$ cat src/hdl/assert_macros.svh
// ---------------------------------------------------------------------------
// Assertion macros
// Clocked property checks on clk, disabled while rst_n is low.
// ---------------------------------------------------------------------------
`ifndef ASSERT_MACROS_SVH
`define ASSERT_MACROS_SVH

`ifndef SYNTHESIS

// Check that a property holds at every rising edge of clk.
`define ASSERT_PROP(lbl, prop) \
  lbl: assert property (@(posedge clk) disable iff (!rst_n) (prop)) \
    else $error("assertion failed");

// Check that a condition never holds at a rising edge of clk.
`define ASSERT_NEVER(lbl, cond) \
  lbl: assert property (@(posedge clk) disable iff (!rst_n) !(cond)) \
    else $error("forbidden condition seen");

`else

`define ASSERT_PROP(lbl, prop)
`define ASSERT_NEVER(lbl, cond)

`endif

`endif

$ cat src/hdl/vtpg_pkg.sv
// ---------------------------------------------------------------------------
// vtpg_pkg
// Shared constants and types of the video test pattern generator.
// ---------------------------------------------------------------------------
package vtpg_pkg;

  localparam int MAX_WIDTH  = 1024;
  localparam int MAX_HEIGHT = 1024;

  localparam int DIM_W  = 11;   // frame size registers
  localparam int POS_W  = 10;   // column and row counters
  localparam int PIX_W  = 8;    // luma / chroma
  localparam int DVD_W  = 20;   // divider dividend and quotient
  localparam int DCNT_W = 5;    // divider step counter

  localparam logic [DCNT_W-1:0] DIV_STEPS = DCNT_W'(DVD_W);

  localparam logic [PIX_W-1:0] CHROMA_VAL = 8'h80;
  localparam logic [DIM_W-1:0] WIDTH_RST  = 11'd352;
  localparam logic [DIM_W-1:0] HEIGHT_RST = 11'd288;
  localparam logic [DIM_W-1:0] DIM_MIN    = 11'd2;

  // configuration register indexes
  localparam logic CFG_WIDTH  = 1'b0;
  localparam logic CFG_HEIGHT = 1'b1;

  // raster position handed to the setup sequencer
  typedef struct packed {
    logic [POS_W-1:0] col;
    logic [POS_W-1:0] row;
  } pos_t;

  // setup sequencer to raster: strobes and step / start values
  typedef struct packed {
    logic             busy;
    logic             load;
    logic [PIX_W-1:0] ramp_step_q;
    logic [DIM_W-1:0] ramp_step_r;
    logic [POS_W-1:0] diag_step_q;
    logic [DIM_W-1:0] diag_step_r;
    logic [PIX_W-1:0] ramp_q;
    logic [DIM_W-1:0] ramp_r;
    logic [DIM_W-1:0] diag_q;
    logic [DIM_W-1:0] diag_r;
  } init_ctrl_t;

endpackage

$ cat src/hdl/video_test_pattern_generator_top.sv
// ---------------------------------------------------------------------------
// video_test_pattern_generator_top
// Raster-order YUV422 test pattern source with exact integer ramp/diagonals.
// ---------------------------------------------------------------------------
// Usage:
//   Each transfer on the in_ channel (in_valid && in_ready) requests one
//   pixel; in_restart = 1 moves the raster to column 0, row 0 first.
//   The pixel leaves on the out_ channel in the cycle after its input transfer,
//   as luma, chroma (always 0x80), line_end and frame_end.
//   Throughput is one pixel per cycle: the output register frees up in the
//   same cycle its pixel is taken, so input and output transfers can occur
//   on every clock while out_ready stays high and no setup pass runs.
//   When the receiver stalls (out_ready low with a pixel held), in_ready
//   drops and the held pixel stays unchanged.
//   The cfg_ channel writes frame_width (index 0) or frame_height (index 1);
//   sizes are clamped to 2..1024. cfg_ready is always high. A position left
//   outside a shrunk frame is folded back when the next pixel is taken.
//   After reset and after every configuration write a setup pass runs
//   (an entry state, four divisions on the shared restoring divider and a
//   load state); in_ready stays low meanwhile.
//   Reset (synchronous, rst_n low) restores 352 x 288 and the origin.
// ---------------------------------------------------------------------------
module video_test_pattern_generator_top (
  input  logic                        clk,
  input  logic                        rst_n,
  // pixel request channel
  input  logic                        in_valid,
  output logic                        in_ready,
  input  logic                        in_restart,
  // pixel channel
  output logic                        out_valid,
  input  logic                        out_ready,
  output logic [vtpg_pkg::PIX_W-1:0]  out_luma,
  output logic [vtpg_pkg::PIX_W-1:0]  out_chroma,
  output logic                        out_line_end,
  output logic                        out_frame_end,
  // configuration write channel
  input  logic                        cfg_valid,
  output logic                        cfg_ready,
  input  logic                        cfg_index,
  input  logic [vtpg_pkg::DIM_W-1:0]  cfg_data
);

  logic [vtpg_pkg::DIM_W-1:0] width_r, height_r;
  logic [vtpg_pkg::DIM_W-1:0] width_eff, height_eff;
  logic                       cfg_wr;
  vtpg_pkg::init_ctrl_t       init_ctrl;
  vtpg_pkg::pos_t             pos;

  // every write is taken at once
  assign cfg_ready = 1'b1;
  assign cfg_wr    = cfg_valid && cfg_ready;

  // hold the raw register values; clamp on the way out
  always_ff @(posedge clk) begin
    if (!rst_n) begin
      width_r  <= vtpg_pkg::WIDTH_RST;
      height_r <= vtpg_pkg::HEIGHT_RST;
    end else if (cfg_wr) begin
      case (cfg_index)
        vtpg_pkg::CFG_WIDTH:  width_r  <= cfg_data;
        vtpg_pkg::CFG_HEIGHT: height_r <= cfg_data;
        default: ;
      endcase
    end
  end

  always_comb begin
    if (width_r < vtpg_pkg::DIM_MIN) begin
      width_eff = vtpg_pkg::DIM_MIN;
    end else if (width_r > vtpg_pkg::DIM_W'(vtpg_pkg::MAX_WIDTH)) begin
      width_eff = vtpg_pkg::DIM_W'(vtpg_pkg::MAX_WIDTH);
    end else begin
      width_eff = width_r;
    end
    if (height_r < vtpg_pkg::DIM_MIN) begin
      height_eff = vtpg_pkg::DIM_MIN;
    end else if (height_r > vtpg_pkg::DIM_W'(vtpg_pkg::MAX_HEIGHT)) begin
      height_eff = vtpg_pkg::DIM_W'(vtpg_pkg::MAX_HEIGHT);
    end else begin
      height_eff = height_r;
    end
  end

  // setup pass: derive steps and start values for the folded position
  vtpg_init u_init (
    .clk    (clk),
    .rst_n  (rst_n),
    .cfg_wr (cfg_wr),
    .width  (width_eff),
    .height (height_eff),
    .pos    (pos),
    .ctrl   (init_ctrl)
  );

  // per-pixel datapath and output register
  vtpg_raster u_raster (
    .clk           (clk),
    .rst_n         (rst_n),
    .width         (width_eff),
    .height        (height_eff),
    .init_i        (init_ctrl),
    .pos           (pos),
    .in_valid      (in_valid),
    .in_ready      (in_ready),
    .in_restart    (in_restart),
    .out_valid     (out_valid),
    .out_ready     (out_ready),
    .out_luma      (out_luma),
    .out_line_end  (out_line_end),
    .out_frame_end (out_frame_end)
  );

  assign out_chroma = vtpg_pkg::CHROMA_VAL;

endmodule

$ cat src/hdl/vtpg_div.sv
// ---------------------------------------------------------------------------
// vtpg_div
// Restoring divider, one quotient bit per cycle.
// ---------------------------------------------------------------------------
module vtpg_div (
  input  logic                        clk,
  input  logic                        rst_n,
  input  logic                        start,
  input  logic [vtpg_pkg::DVD_W-1:0]  dividend,
  input  logic [vtpg_pkg::DIM_W-1:0]  divisor,
  output logic                        done,
  output logic [vtpg_pkg::DVD_W-1:0]  quotient,
  output logic [vtpg_pkg::DIM_W-1:0]  remainder
);

  logic [vtpg_pkg::DCNT_W-1:0] cnt_r;
  logic                        done_r;
  logic [vtpg_pkg::DVD_W-1:0]  quo_r;
  logic [vtpg_pkg::DIM_W-1:0]  rem_r;
  logic [vtpg_pkg::DIM_W:0]    trial;
  logic [vtpg_pkg::DIM_W:0]    diff;
  logic                        ge;
  logic [vtpg_pkg::DIM_W-1:0]  rem_nxt;

  assign trial   = {rem_r, quo_r[vtpg_pkg::DVD_W-1]};
  assign ge      = trial >= {1'b0, divisor};
  assign diff    = trial - {1'b0, divisor};
  assign rem_nxt = ge ? diff[vtpg_pkg::DIM_W-1:0] : trial[vtpg_pkg::DIM_W-1:0];

  always_ff @(posedge clk) begin
    if (!rst_n) begin
      cnt_r  <= '0;
      done_r <= 1'b0;
    end else if (start) begin
      cnt_r  <= vtpg_pkg::DIV_STEPS;
      done_r <= 1'b0;
    end else if (cnt_r != '0) begin
      cnt_r  <= cnt_r - 1'b1;
      done_r <= (cnt_r == vtpg_pkg::DCNT_W'(1));
    end else begin
      done_r <= 1'b0;
    end
  end

  always_ff @(posedge clk) begin
    if (start) begin
      rem_r <= '0;
      quo_r <= dividend;
    end else if (cnt_r != '0) begin
      rem_r <= rem_nxt;
      quo_r <= {quo_r[vtpg_pkg::DVD_W-2:0], ge};
    end
  end

  assign done      = done_r;
  assign quotient  = quo_r;
  assign remainder = rem_r;

endmodule

$ cat src/hdl/vtpg_init.sv
// ---------------------------------------------------------------------------
// vtpg_init
// Setup sequencer: after reset or a size change, derive ramp and diagonal
// steps and start values for the folded position by division.
// ---------------------------------------------------------------------------
module vtpg_init (
  input  logic                        clk,
  input  logic                        rst_n,
  input  logic                        cfg_wr,
  input  logic [vtpg_pkg::DIM_W-1:0]  width,
  input  logic [vtpg_pkg::DIM_W-1:0]  height,
  input  vtpg_pkg::pos_t              pos,
  output vtpg_pkg::init_ctrl_t        ctrl
);

  typedef enum logic [6:0] {
    ST_NORM  = 7'b0000001,
    ST_RSTEP = 7'b0000010,
    ST_DSTEP = 7'b0000100,
    ST_RAMP  = 7'b0001000,
    ST_DIAG  = 7'b0010000,
    ST_LOAD  = 7'b0100000,
    ST_RUN   = 7'b1000000
  } init_state_t;

  init_state_t                 state_r, state_nxt;
  logic                        launched_r, launched_nxt;
  logic                        div_state;
  logic                        div_start;
  logic                        div_done;
  logic                        take;
  logic [vtpg_pkg::DVD_W-1:0]  dvd;
  logic [vtpg_pkg::DIM_W-1:0]  dvs;
  logic [vtpg_pkg::DVD_W-1:0]  quo;
  logic [vtpg_pkg::DIM_W-1:0]  rem;
  logic [vtpg_pkg::DVD_W:0]    prod;

  logic [vtpg_pkg::PIX_W-1:0]  rs_q_r;
  logic [vtpg_pkg::DIM_W-1:0]  rs_r_r;
  logic [vtpg_pkg::POS_W-1:0]  ds_q_r;
  logic [vtpg_pkg::DIM_W-1:0]  ds_r_r;
  logic [vtpg_pkg::PIX_W-1:0]  rq_r;
  logic [vtpg_pkg::DIM_W-1:0]  rr_r;
  logic [vtpg_pkg::DIM_W-1:0]  dq_r;
  logic [vtpg_pkg::DIM_W-1:0]  dr_r;

  // row * width stays below 2^20 for the supported sizes
  assign prod = {{(vtpg_pkg::DIM_W){1'b0}}, pos.row} *
                {{(vtpg_pkg::POS_W){1'b0}}, width};

  assign div_state = (state_r == ST_RSTEP) || (state_r == ST_DSTEP) ||
                     (state_r == ST_RAMP)  || (state_r == ST_DIAG);
  assign div_start = div_state && !launched_r;
  assign take      = div_state && launched_r && div_done;

  always_comb begin
    case (state_r)
      ST_RSTEP: begin
        dvd = vtpg_pkg::DVD_W'(256);
        dvs = width;
      end
      ST_DSTEP: begin
        dvd = {{(vtpg_pkg::DVD_W-vtpg_pkg::DIM_W){1'b0}}, width};
        dvs = height;
      end
      ST_RAMP: begin
        dvd = {{(vtpg_pkg::DVD_W-vtpg_pkg::POS_W-8){1'b0}}, pos.col, 8'h00};
        dvs = width;
      end
      ST_DIAG: begin
        dvd = prod[vtpg_pkg::DVD_W-1:0];
        dvs = height;
      end
      default: begin
        dvd = '0;
        dvs = width;
      end
    endcase
  end

  vtpg_div u_div (
    .clk       (clk),
    .rst_n     (rst_n),
    .start     (div_start),
    .dividend  (dvd),
    .divisor   (dvs),
    .done      (div_done),
    .quotient  (quo),
    .remainder (rem)
  );

  always_comb begin
    state_nxt    = state_r;
    launched_nxt = launched_r;
    if (cfg_wr) begin
      state_nxt    = ST_NORM;
      launched_nxt = 1'b0;
    end else begin
      case (state_r)
        ST_NORM:  state_nxt = ST_RSTEP;
        ST_RSTEP,
        ST_DSTEP,
        ST_RAMP,
        ST_DIAG: begin
          if (div_start) begin
            launched_nxt = 1'b1;
          end else if (take) begin
            launched_nxt = 1'b0;
            case (state_r)
              ST_RSTEP: state_nxt = ST_DSTEP;
              ST_DSTEP: state_nxt = ST_RAMP;
              ST_RAMP:  state_nxt = ST_DIAG;
              default:  state_nxt = ST_LOAD;
            endcase
          end
        end
        ST_LOAD:  state_nxt = ST_RUN;
        ST_RUN:   state_nxt = ST_RUN;
        default:  state_nxt = ST_NORM;
      endcase
    end
  end

  always_ff @(posedge clk) begin
    if (!rst_n) begin
      state_r    <= ST_NORM;
      launched_r <= 1'b0;
    end else begin
      state_r    <= state_nxt;
      launched_r <= launched_nxt;
    end
  end

  // capture division results
  always_ff @(posedge clk) begin
    if (take) begin
      case (state_r)
        ST_RSTEP: begin
          rs_q_r <= quo[vtpg_pkg::PIX_W-1:0];
          rs_r_r <= rem;
        end
        ST_DSTEP: begin
          ds_q_r <= quo[vtpg_pkg::POS_W-1:0];
          ds_r_r <= rem;
        end
        ST_RAMP: begin
          rq_r <= quo[vtpg_pkg::PIX_W-1:0];
          rr_r <= rem;
        end
        default: begin
          dq_r <= quo[vtpg_pkg::DIM_W-1:0];
          dr_r <= rem;
        end
      endcase
    end
  end

  always_comb begin
    ctrl.busy        = (state_r != ST_RUN);
    ctrl.load        = (state_r == ST_LOAD) && !cfg_wr;
    ctrl.ramp_step_q = rs_q_r;
    ctrl.ramp_step_r = rs_r_r;
    ctrl.diag_step_q = ds_q_r;
    ctrl.diag_step_r = ds_r_r;
    ctrl.ramp_q      = rq_r;
    ctrl.ramp_r      = rr_r;
    ctrl.diag_q      = dq_r;
    ctrl.diag_r      = dr_r;
  end

endmodule

$ cat src/hdl/vtpg_raster.sv
// ---------------------------------------------------------------------------
// vtpg_raster
// Raster position, ramp and diagonal accumulators, pixel select and output
// register.
// ---------------------------------------------------------------------------
`include "assert_macros.svh"

module vtpg_raster (
  input  logic                        clk,
  input  logic                        rst_n,
  input  logic [vtpg_pkg::DIM_W-1:0]  width,
  input  logic [vtpg_pkg::DIM_W-1:0]  height,
  input  vtpg_pkg::init_ctrl_t        init_i,
  output vtpg_pkg::pos_t              pos,
  input  logic                        in_valid,
  output logic                        in_ready,
  input  logic                        in_restart,
  output logic                        out_valid,
  input  logic                        out_ready,
  output logic [vtpg_pkg::PIX_W-1:0]  out_luma,
  output logic                        out_line_end,
  output logic                        out_frame_end
);

  localparam int DW = vtpg_pkg::DIM_W;
  localparam int PW = vtpg_pkg::POS_W;
  localparam int XW = vtpg_pkg::PIX_W;

  logic [PW-1:0] col_r, row_r;
  logic [XW-1:0] rq_r;
  logic [DW-1:0] rr_r, dq_r, dr_r;

  logic          out_valid_r;
  logic [XW-1:0] luma_r;
  logic          line_end_r, frame_end_r;

  logic          acc;
  logic [PW-1:0] cur_col, cur_row;
  logic [XW-1:0] cur_rq;
  logic [DW-1:0] cur_rr, cur_dq, cur_dr;
  logic [DW-1:0] col_x, row_x;
  logic [DW-1:0] second_diag;
  logic [PW-1:0] row_m1;
  logic          line_end, frame_end;
  logic          on_diag;
  logic [XW-1:0] luma_nxt;

  logic [DW:0]   rr_sum, rr_sub;
  logic [XW:0]   rq_sum;
  logic [DW:0]   dr_sum, dr_sub;
  logic [DW:0]   dq_sum;
  logic [XW-1:0] rq_nxt;
  logic [DW-1:0] rr_nxt, dq_nxt, dr_nxt;

  logic [DW-1:0] ncol_row;
  logic [DW-1:0] nrow;
  logic [PW-1:0] fold_col, fold_row;

  assign in_ready = !init_i.busy && (!out_valid_r || out_ready);
  assign acc      = in_valid && in_ready;

  // fold a stale position back into a resized frame; the stored position
  // is left as it is until the next pixel is taken
  assign ncol_row = ({1'b0, col_r} >= width) ? ({1'b0, row_r} + 1'b1) : {1'b0, row_r};
  assign nrow     = (ncol_row >= height) ? '0 : ncol_row;
  assign fold_col = ({1'b0, col_r} >= width) ? '0 : col_r;
  assign fold_row = nrow[PW-1:0];

  // restart puts this pixel at the frame origin
  always_comb begin
    if (in_restart) begin
      cur_col = '0;
      cur_row = '0;
      cur_rq  = '0;
      cur_rr  = '0;
      cur_dq  = '0;
      cur_dr  = '0;
    end else begin
      cur_col = fold_col;
      cur_row = fold_row;
      cur_rq  = rq_r;
      cur_rr  = rr_r;
      cur_dq  = dq_r;
      cur_dr  = dr_r;
    end
  end

  assign col_x       = {1'b0, cur_col};
  assign row_x       = {1'b0, cur_row};
  assign row_m1      = cur_row - 1'b1;
  assign second_diag = width - cur_dq - {{(DW-1){1'b0}}, (cur_dr != '0)};
  assign line_end    = (col_x == width - 1'b1);
  assign frame_end   = line_end && (row_x == height - 1'b1);
  assign on_diag     = (cur_row != '0) && ((col_x == cur_dq) || (col_x == second_diag));

  always_comb begin
    if (col_x == {1'b0, width[DW-1:1]}) begin
      luma_nxt = {cur_row[3:0], 4'h0};
    end else if (row_x == {1'b0, height[DW-1:1]}) begin
      luma_nxt = {cur_col[3:0], 4'h0};
    end else if (on_diag) begin
      luma_nxt = {row_m1[3:0], 4'h0};
    end else begin
      luma_nxt = cur_rq;
    end
  end

  // advance ramp by one column and diagonal by one row
  assign rr_sum = {1'b0, cur_rr} + {1'b0, init_i.ramp_step_r};
  assign rq_sum = {1'b0, cur_rq} + {1'b0, init_i.ramp_step_q};
  assign rr_sub = rr_sum - {1'b0, width};
  assign dr_sum = {1'b0, cur_dr} + {1'b0, init_i.diag_step_r};
  assign dq_sum = {1'b0, cur_dq} + {2'b0, init_i.diag_step_q};
  assign dr_sub = dr_sum - {1'b0, height};

  always_comb begin
    if (rr_sum >= {1'b0, width}) begin
      rr_nxt = rr_sub[DW-1:0];
      rq_nxt = rq_sum[XW-1:0] + 1'b1;
    end else begin
      rr_nxt = rr_sum[DW-1:0];
      rq_nxt = rq_sum[XW-1:0];
    end
    if (dr_sum >= {1'b0, height}) begin
      dr_nxt = dr_sub[DW-1:0];
      dq_nxt = dq_sum[DW-1:0] + 1'b1;
    end else begin
      dr_nxt = dr_sum[DW-1:0];
      dq_nxt = dq_sum[DW-1:0];
    end
  end

  always_ff @(posedge clk) begin
    if (!rst_n) begin
      col_r <= '0;
      row_r <= '0;
      rq_r  <= '0;
      rr_r  <= '0;
      dq_r  <= '0;
      dr_r  <= '0;
    end else if (init_i.load) begin
      rq_r <= init_i.ramp_q;
      rr_r <= init_i.ramp_r;
      dq_r <= init_i.diag_q;
      dr_r <= init_i.diag_r;
    end else if (acc) begin
      if (line_end) begin
        col_r <= '0;
        rq_r  <= '0;
        rr_r  <= '0;
        if (frame_end) begin
          row_r <= '0;
          dq_r  <= '0;
          dr_r  <= '0;
        end else begin
          row_r <= cur_row + 1'b1;
          dq_r  <= dq_nxt;
          dr_r  <= dr_nxt;
        end
      end else begin
        col_r <= cur_col + 1'b1;
        row_r <= cur_row;
        rq_r  <= rq_nxt;
        rr_r  <= rr_nxt;
        dq_r  <= cur_dq;
        dr_r  <= cur_dr;
      end
    end
  end

  always_ff @(posedge clk) begin
    if (!rst_n) begin
      out_valid_r <= 1'b0;
    end else if (acc) begin
      out_valid_r <= 1'b1;
    end else if (out_ready) begin
      out_valid_r <= 1'b0;
    end
  end

  always_ff @(posedge clk) begin
    if (acc) begin
      luma_r      <= luma_nxt;
      line_end_r  <= line_end;
      frame_end_r <= frame_end;
    end
  end

  assign pos.col       = fold_col;
  assign pos.row       = fold_row;
  assign out_valid     = out_valid_r;
  assign out_luma      = luma_r;
  assign out_line_end  = line_end_r;
  assign out_frame_end = frame_end_r;

  `ASSERT_PROP(a_acc_gives_result, acc |=> out_valid_r)
  `ASSERT_PROP(a_pos_in_frame, ({1'b0, fold_col} < width) && ({1'b0, fold_row} < height))
  `ASSERT_PROP(a_rem_in_range, !init_i.busy |-> (rr_r < width) && (dr_r < height))
  `ASSERT_NEVER(a_frame_without_line, out_valid_r && out_frame_end && !out_line_end)

endmodule

$ cat config.mk
export PLATFORM = sky130hd
export DESIGN_NAME = video_test_pattern_generator_top
export DESIGN_NICKNAME = d
export VERILOG_FILES = /design/src/hdl/vtpg_pkg.sv /design/src/hdl/video_test_pattern_generator_top.sv /design/src/hdl/vtpg_div.sv /design/src/hdl/vtpg_init.sv /design/src/hdl/vtpg_raster.sv
export VERILOG_INCLUDE_DIRS = /design/src /design/src/hdl
export SDC_FILE = /design/constraint.sdc
export NUM_CORES = 1
export LEC_CHECK = 0
export BUFFER_PORTS_ARGS = -buffer_cell sky130_fd_sc_hd__buf_4
export CORE_ASPECT_RATIO = 1.25
export CORE_UTILIZATION = 45
export DETAILED_ROUTE_END_ITERATION = 7
export PLACE_DENSITY = 0.67
export SLEW_MARGIN = 20
export SYNTH_ARGS = -nofsm -noshare
export SYNTH_HDL_FRONTEND = slang
export SYNTH_HIERARCHICAL = 1
export SYNTH_SLANG_ARGS = --single-unit
$ cat constraint.sdc
create_clock -name clk -period 11.8 [get_ports clk]
set_clock_uncertainty 0.2 [all_clocks]
set_input_delay 0.59 -clock clk [delete_from_list [all_inputs] [get_ports clk]]
set_output_delay 0.59 -clock clk [all_outputs]
set_load 0.05 [all_outputs]
-- Word level (Yosys, flattened, before mapping)
Cells that the tools add are included.
- output and inout bits: 21
- flip-flop bits (word level): 220
- word-level logic and storage cells: 171
- bits of input ports: 18
- magnitude comparators: 9
- multipliers: 1
- reduce and logical (&&, ||, !) cells: 41
- mux-type cells: 52
- eq/ne operators: 17
- bitwise gates (word level): 5
- add/sub/neg operators: 18
- operators with widths (kind ; count):
    $mux W11 ; 24
    $pmux W20 S4 ; 1
    $mux W10 ; 7
    $mux W8 ; 8
    $eq A10 B11 Y1 ; 4
    $sub A11 B11 Y11 ; 4
    $mux W20 ; 2
    $ge A12 B11 Y1 ; 3
    $add A11 B11 Y12 ; 2
    $gt A11 B11 Y1 const B ; 2
    $lt A11 B2 Y1 const B ; 2
    $sub A11 B1 Y11 const B ; 2
    $pmux W7 S3 ; 1
    $add A10 B1 Y10 const B ; 2
    $eq A10 B10 Y1 ; 2
    $mul A10 B11 Y20 ; 1
    $pmux W6 S3 ; 1
    $reduce_and A2 Y1 ; 9
    $mux W7 ; 2
    $add A10 B1 Y11 const B ; 1
    $add A11 B1 Y11 const B ; 1
    $add A11 B10 Y11 ; 1
    $ge A10 B11 Y1 ; 1
    $ge A11 B11 Y1 ; 1
    29 further kinds ; 59

-- Logic depth before layout (Yosys ltp)
Gate-level depths: netlist of the first run.
- depth after elaboration: 14
- gate-level depth with buffers: 39
- mapped depth without buffers: 37

-- By module
Netlist of the first run, hierarchy kept.
- modules (own cells, without submodules) (module ; area an instance (µm²) ; cells an instance ; seq. area each (µm²) ; instances):
    vtpg_raster ; 10455.0 ; 1404 ; 1541.5 ; 1
    vtpg_init ; 6944.2 ; 628 ; 2592.5 ; 1
    vtpg_div ; 2172.1 ; 216 ; 940.9 ; 1
    video_test_pattern_generator_top ; 1077.3 ; 143 ; 440.4 ; 1

-- Least setup slack after synthesis of the first run
OpenSTA, ideal clock, no wires.
- path type: reg-to-reg
- start: register width_r[2] (netlist name)
- end: register u_init.u_div.quo_r (netlist bit u_init/u_div/quotient[16]) (data pin)
- buffers on the path: 3
- arrival: 8.956 ns
- required time: 11.340 ns
- clock period less this slack: 9.416 ns
- cell stages (with the launch flop): 38
- setup slack: 2.384 ns
- library setup time: 0.260 ns
- cells stage by stage: dfxtp_1 -> nor4_1 -> a21oi_1 -> nor2_1 -> inv_1 -> ha_1 -> nand2_1 -> o21ai_1 -> a31oi_4 -> buf_6 -> a21oi_2 -> xnor2_2 -> inv_2 -> ha_1 -> a21o_1 -> a221oi_1 -> o21ai_0 -> a41o_1 -> (+2 left out) -> clkbuf_1 -> nand2_1 -> fa_1 -> fa_1 -> inv_1 -> fa_1 -> fa_1 -> inv_1 -> fa_1 -> inv_1 -> ha_1 -> a21oi_1 -> o21ai_0 -> nand3_1 -> a31oi_1 -> or3_1 -> a32o_1 -> mux2_2
- RTL lines (element ; RTL line ; RTL):
    start: declaration ; video_test_pattern_generator_top.sv:44 ; logic [vtpg_pkg::DIM_W-1:0] width_r, height_r;
    start signal: assignment ; video_test_pattern_generator_top.sv:57 ; width_r <= vtpg_pkg::WIDTH_RST;
    start signal: assignment ; video_test_pattern_generator_top.sv:61 ; vtpg_pkg::CFG_WIDTH: width_r <= cfg_data;
    end signal: assignment ; vtpg_div.sv:48 ; quo_r <= dividend;
    end signal: assignment ; vtpg_div.sv:51 ; quo_r <= {quo_r[vtpg_pkg::DVD_W-2:0], ge};
    end: declaration ; vtpg_div.sv:18 ; logic [vtpg_pkg::DVD_W-1:0] quo_r;

==> results.md, run 1 <==
* Final Hold Fails at 0
* Layout cells sized above 1 at 9.156%
* Synth cell types at 111
* Avg Cell Area, Syn at 8.636 sq um
* Most common cell after layout, fill and taps aside: nand2_1
* Least-Margin Pin Slew at 1074 ps
* Slowest stage delay, CP at 570 ps
* Residual DRC at 0
* Dpl hpwl at 49.76 mm
* R2R cell count at 34
* Die Y at 241.5 microns
* Type of the tightest min-delay check: in2reg
* Endpoints failing setup at 0
* GP Congestion at 0.9844
* CTS buffer count at 26
* Crit path DAT at 10750 ps
* Clock Latency Late Sink at 570 ps
* Leak pwr at 9.465 nW
* Dpl cells at 2911
* Crit end category: register
* Hold slack final at 74.03 ps
* Main synth FF type: edfxtp_1
* Vias per inst at 6.080
* Die Width at 193.6 microns
* Max Slew Vio Count at 0
* Status: finished, final reports clean
* I/O pins at 39
* Htree depth at 1
* Sequential cell area fraction in the yosys report at 26.71%
* CTS Buffer Depth at 3
* Row cnt at 87
* CTS Sinks at 220
* Initial Utilization at 45.71%
* Area of the multi-input gates at 0.01387 sq mm
* IO buf count at 29
* Critical path class: reg2reg
* Fin cells at 2961
* Post-synth EDFFs at 111
* VDD IR max at 0.00009900 V
* Yosys warning count at 6
* Area Growth Syn to Fin at 7.587%
* Period minus WS final at 10640 ps
* Max Cap Violations at 0
* Share of the synthesized area in the top cell type at 16.14%
* Final setup margin at 1164 ps
* Initial antenna violation count at 1
* Commonest non-fill, non-tap cells in the layout: nand2_1, inv_1, ha_1
* Synthesized cell area at 0.02065 sq mm
* CP max-delay cell: fa_1
* Top post-synthesis cells by area: edfxtp_1, dfxtp_1, ha_1
* Largest net degree at the start of global routing at 74
* Hold path endpoint: height_r[5]$_SDFFE_PN1P_
* Crit path max fanout at 18
* CTS Root Cell: clkbuf_16
* Vias in the first global route at 17980
* Number of hold buffers added after cts at 0
* Vias at 18000
* Routed wire length at 65.71 mm
* Routed len/inst at 22.19 microns
* GR Util All Layers at 27.94%
* DP Worst Slack at 1381 ps
* Post-CTS setup buffer count at 0
* CORE AREA at 0.04517 sq mm
* Overflow after GRT at 0
* Drt first pass iters at 5
* Antenna viol nets, final at 0
* Startpoint types: register
* R2r endpoint: u_init/u_div/quotient[16]$_DFFE_PP_
* Worst r2r src: width_r[10]$_SDFFE_PN0P_
* Ys async rst share at 0%
* Layout Nets at 2631
* Max-slew headroom at 28.00%
* Max FFs per register at 20
* Register Area at 0.005515 sq mm
* R2r setup slk at 1160 ps
* Fillers at 4285
* Hold Startpoint: cfg_data[5]
* Syn Inst Count at 2391
* Seq cells post-synth at 220
* Die area at 0.04675 sq mm
* Final period util at 90.14%
* CTS tree: built
* Peak Freq at 0.09402 GHz
* Area leader, netlist: edfxtp_1
* Clk slew on worst S/H paths at 70 ps
* Global-route wire length before repair at 101.8 mm
* CP Data Required Time at 11910 ps
* WHS Path Cells at 3
* Cts repair resizes at 0
* RSZ-0062 raised after global routing: false
* Setup_tns at 0 ps
* DR iter-0 viols at 1355
* Pwr Density at 112.5 mW/mm^2
cell usage after synthesis (23+ instances only):
master,n
nor2_1,159
a21oi_1,100
a21o_1,34
and2_1,75
dfxtp_1,109
inv_1,195
nor2b_1,81
fa_1,78
mux2_2,36
nor4_1,30
and3_1,35
nand3_1,58
xnor2_1,98
o21ai_0,119
ha_1,174
nor3_1,61
edfxtp_1,111
nand2b_1,23
nand2_1,232
clkbuf_1,92
xor2_1,38
stage by stage:
stage / utilization, % / power, mW / instance area (sq um)
2_1_floorplan: - / 1.461 / 20670
3_3_place_gp: 47.24 / 1.668 / 21340
3_5_place_dp: 47.26 / 1.690 / 21350
4_1_cts: 49.16 / 2.499 / 22210
5_1_grt: 49.16 / 2.596 / 22210
6_report: 49.18 / 2.499 / 22220
worst max-delay path by stage:
| stage | depth (start not counted) | startpoint | slack [ps] | to |
|---|---|---|---|---|
| after floorplan | 37 | width_r[2]$_SDFFE_PN0P_ | 2380 | u_init/u_div/quotient[16]$_DFFE_PP_ |
| after global placement | 34 | width_r[10]$_SDFFE_PN0P_ | 1540 | u_init/u_div/quotient[16]$_DFFE_PP_ |
| after detailed placement | 34 | width_r[10]$_SDFFE_PN0P_ | 1380 | u_init/u_div/quotient[16]$_DFFE_PP_ |
| after CTS | 34 | width_r[10]$_SDFFE_PN0P_ | 1340 | u_init/u_div/quotient[16]$_DFFE_PP_ |
| after global routing | 33 | width_r[10]$_SDFFE_PN0P_ | 600 | u_init/u_div/quotient[16]$_DFFE_PP_ |
| final | 34 | width_r[10]$_SDFFE_PN0P_ | 1160 | u_init/u_div/quotient[16]$_DFFE_PP_ |
worst max-delay path: cells and delay by family (launching register included):
kind / cells / cell delay [ps]
adder cells (fa/ha/maj): 8 / 3600
AO/OA/AOI/OAI: 12 / 3310
buffers and inverters: 7 / 1170
AND/OR/NAND/NOR: 5 / 910
flip-flops: 1 / 500
XOR/XNOR: 1 / 400
multiplexers: 1 / 250
power by group:
part,switching [mW],total (mW),internal [mW]
sequential,0.152,1.09,0.937
clock,0.355,0.809,0.455
combinational,0.363,0.602,0.239
logic make-up after synthesis:
| family | after synthesis | share of synthesized area (%) |
|---|---|---|
| muxes | 45 | 2.412 |
| and+or+nand+nor | 854 | 21.30 |
| buffers and inverters | 332 | 6.532 |
| AOI/OAI and AO/OA | 542 | 18.33 |
| adders and majority gates | 252 | 18.11 |
| DFF | 220 | 26.71 |
| xor gates and xnor gates | 144 | 6.575 |
| other | 2 | 0.03637 |
routing by layer:
metal / part of all wire [%] / up-vias / global-route usage (%)
li1: - / 8388 / -
met1: 40 / 8817 / 32.72
met2: 50 / 646 / 51.01
met3: 5.5 / 151 / 3.007
met4: 4.7 / 0 / 13.65
met5: 0 / - / 0
layout make-up:
cell class | instances | area share, %
multi-input cells | 1846 | 62.42
repair buffers | 65 | 2.197
clock buffers | 33 | 3.374
flip-flops and latches | 220 | 24.83
well taps | 578 | 3.255
clock inverters | 15 | 0.4900
inverters | 202 | 3.413
diodes | 2 | 0.02253
Power figures use the tool's default switching activity.
==> run 2, diff against run 1 <==
PLACE_DENSITY = unset   (was 0.67)
==> results.md, run 2 (synthesis gave the netlist of run 1 again) <==
* Crit path from: width_r[10]$_SDFFE_PN0P_
* Type of the tightest min-delay check: in2reg
* CP max-delay cell: dfxtp_1
* Startpoint types: register
* Routed wire length at 67.04 mm (+2.0%)
* Max FFs per register at 20 (unchanged)
* Crit end category: register
* CP dominant cell by count: fa_1
* I/O pins at 39 (unchanged)
* Critical path class: reg2reg
* Peak Freq at 0.09279 GHz (-1.3%)
* Clock Latency Late Sink at 580 ps (about the same)
* Initial antenna violation count at 2 (+1)
* RSZ-0062 raised after global routing: false
* GP Congestion at 1.002 (+1.8%)
* Status: finished, final reports clean
* CTS Root Cell: clkbuf_16
* Setup_tns at 0 ps (unchanged)
* Dpl hpwl at 51.34 mm (+3.2%)
* CORE AREA at 0.04517 sq mm (unchanged)
* Slowest stage delay, CP at 920 ps (+350 ps)
* Vias per inst at 6.089 (+0.15%)
* Die area at 0.04675 sq mm (unchanged)
* Number of hold buffers added after cts at 0 (unchanged)
* Clock share of power at 32.2% (-0.2 points)
* Least-Margin Pin Slew at 1084 ps (+9.355 ps)
* GR Util All Layers at 28.55% (+0.61 points)
* Area Growth Syn to Fin at 7.617% (about the same)
* Crit path max fanout at 22 (+4)
* Net Sw Frac at 34.84% (+0.048 points)
* Register Area at 0.005515 sq mm (unchanged)
* Max Cap Violations at 0 (unchanged)
* Overflow after GRT at 0 (unchanged)
* CTS Sinks at 220 (unchanged)
* Htree depth at 1 (unchanged)
* IO buf count at 29 (unchanged)
* CP Data Required Time at 11900 ps (about the same)
* Worst r2r src: width_r[10]$_SDFFE_PN0P_
* Reg power frac at 44.0% (+0.5 points)
* Cts repair resizes at 0 (unchanged)
* Fillers at 4339 (+1.3%)
* Period minus WS final at 10780 ps (+140.6 ps)
* CTS buffer count at 26 (unchanged)
* Initial Utilization at 45.71% (unchanged)
* Layout cells sized above 1 at 9.022% (-0.13 points)
* Leak pwr at 9.459 nW (about the same)
* CTS tree: built
* Area of the multi-input gates at 0.01386 sq mm (about the same)
* Antenna viol nets, final at 0 (unchanged)
* Comb pwr share at 23.8% (-0.3 points)
* Drt first pass iters at 6 (+1)
* Vias in the first global route at 17680 (-1.7%)
* Endpoints failing setup at 0 (unchanged)
* Max-slew headroom at 27.50% (-0.50 points)
* Most common cell after layout, fill and taps aside: nand2_1
* Clk slew on worst S/H paths at 60 ps (about the same)
* Final period util at 91.33% (+1.2 points)
* Final core occ at 49.19% (about the same)
* Die Width at 193.6 microns (unchanged)
* Residual DRC at 0 (unchanged)
* Largest net degree at the start of global routing at 60 (-19%)
* Row cnt at 87 (unchanged)
* Routed len/inst at 22.61 microns (+1.9%)
* VDD IR max at 0.00009054 V (-8.5%)
* CTS Buffer Depth at 3 (unchanged)
* Vias at 18050 (+0.28%)
* Internal Power at 1.636 mW (+0.37%)
* Max Slew Vio Count at 0 (unchanged)
* Layout Nets at 2633 (+0.076%)
* Pwr Density at 113.0 mW/mm^2 (+0.41%)
* Commonest non-fill, non-tap cells in the layout: nand2_1, inv_1, ha_1
* P_sw at 0.8746 mW (+0.58%)
* Die Y at 241.5 microns (unchanged)
* Post-CTS setup buffer count at 0 (unchanged)
* Crit path DAT at 10880 ps (+130 ps)
* Hold Startpoint: cfg_data[8]
* DR iter-0 viols at 1474 (+8.8%)
* Final Hold Fails at 0 (unchanged)
* Global-route wire length before repair at 102.7 mm (+0.89%)
run 2: changes by cell type in the layout (fill, tap and decap cells not counted), moves of 2 or more:
cell / previous run / this run
clkbuf_1: 2 / 7
buf_4: 65 / 67
clkinv_2: 5 / 3
diode_2: 2 / 4
inv_6: 2 / 0
run 2: stage by stage:
stage               area, sq um  cells  setup slack [ps]  hold slack, ps  power (mW)
floorplan                 20670   2398              2384           222.2       1.461
global placement          21360   2913              1460           246.4       1.688
detailed placement        21360   2913              1234           257.4       1.704
CTS                       22210   2961              1200           62.28       2.514
global route              22220   2963             436.9           74.84       2.610
finish                    22220   2965              1023           78.90       2.510
run 2: critical path, delay by kind of cell, from the launching register on:
kind / cells / cell delay, ps
buf+inv: 6 / 740
fa+ha+maj: 8 / 3630
simple gates: 8 / 1800
mux: 1 / 250
flops: 1 / 920
compound gates: 10 / 2980
run 2: worst paths after layout:
check / to / slack [ps] / depth (start not counted)
setup reg to reg: u_init/u_div/quotient[16]$_DFFE_PP_ / 1020 / 33
hold reg to reg: height_r[7]$_SDFFE_PN0P_ / 260 / 2
setup / recovery: u_init/u_div/quotient[16]$_DFFE_PP_ / 1020 / 33
hold / removal: height_r[8]$_SDFFE_PN1P_ / 80 / 3
run 2: routing by layer:
metal	wire, microns	track usage (%)
met4	3341	15.20
met5	11	0
met1	26930	34.35
met3	4097	3.202
met2	32670	50.34
run 2: power by group through the flow:
stage | registers (mW) | logic [mW] | clock network, mW
after floorplan | 0.993 | 0.468 | 0
after global placement | 1.11 | 0.575 | 0
after detailed placement | 1.12 | 0.587 | 0
after CTS | 1.10 | 0.590 | 0.824
after global routing | 1.11 | 0.652 | 0.852
final | 1.11 | 0.597 | 0.808
run 2: final cells by class:
class,instances,share of cell area [%]
clock inverters,10,0.3322
clock buffers,38,3.508
diodes,4,0.04505
inverters,202,3.412
repair buffers,67,2.264
flip-flops and latches,220,24.82
multi-input cells,1846,62.36
well taps,578,3.255
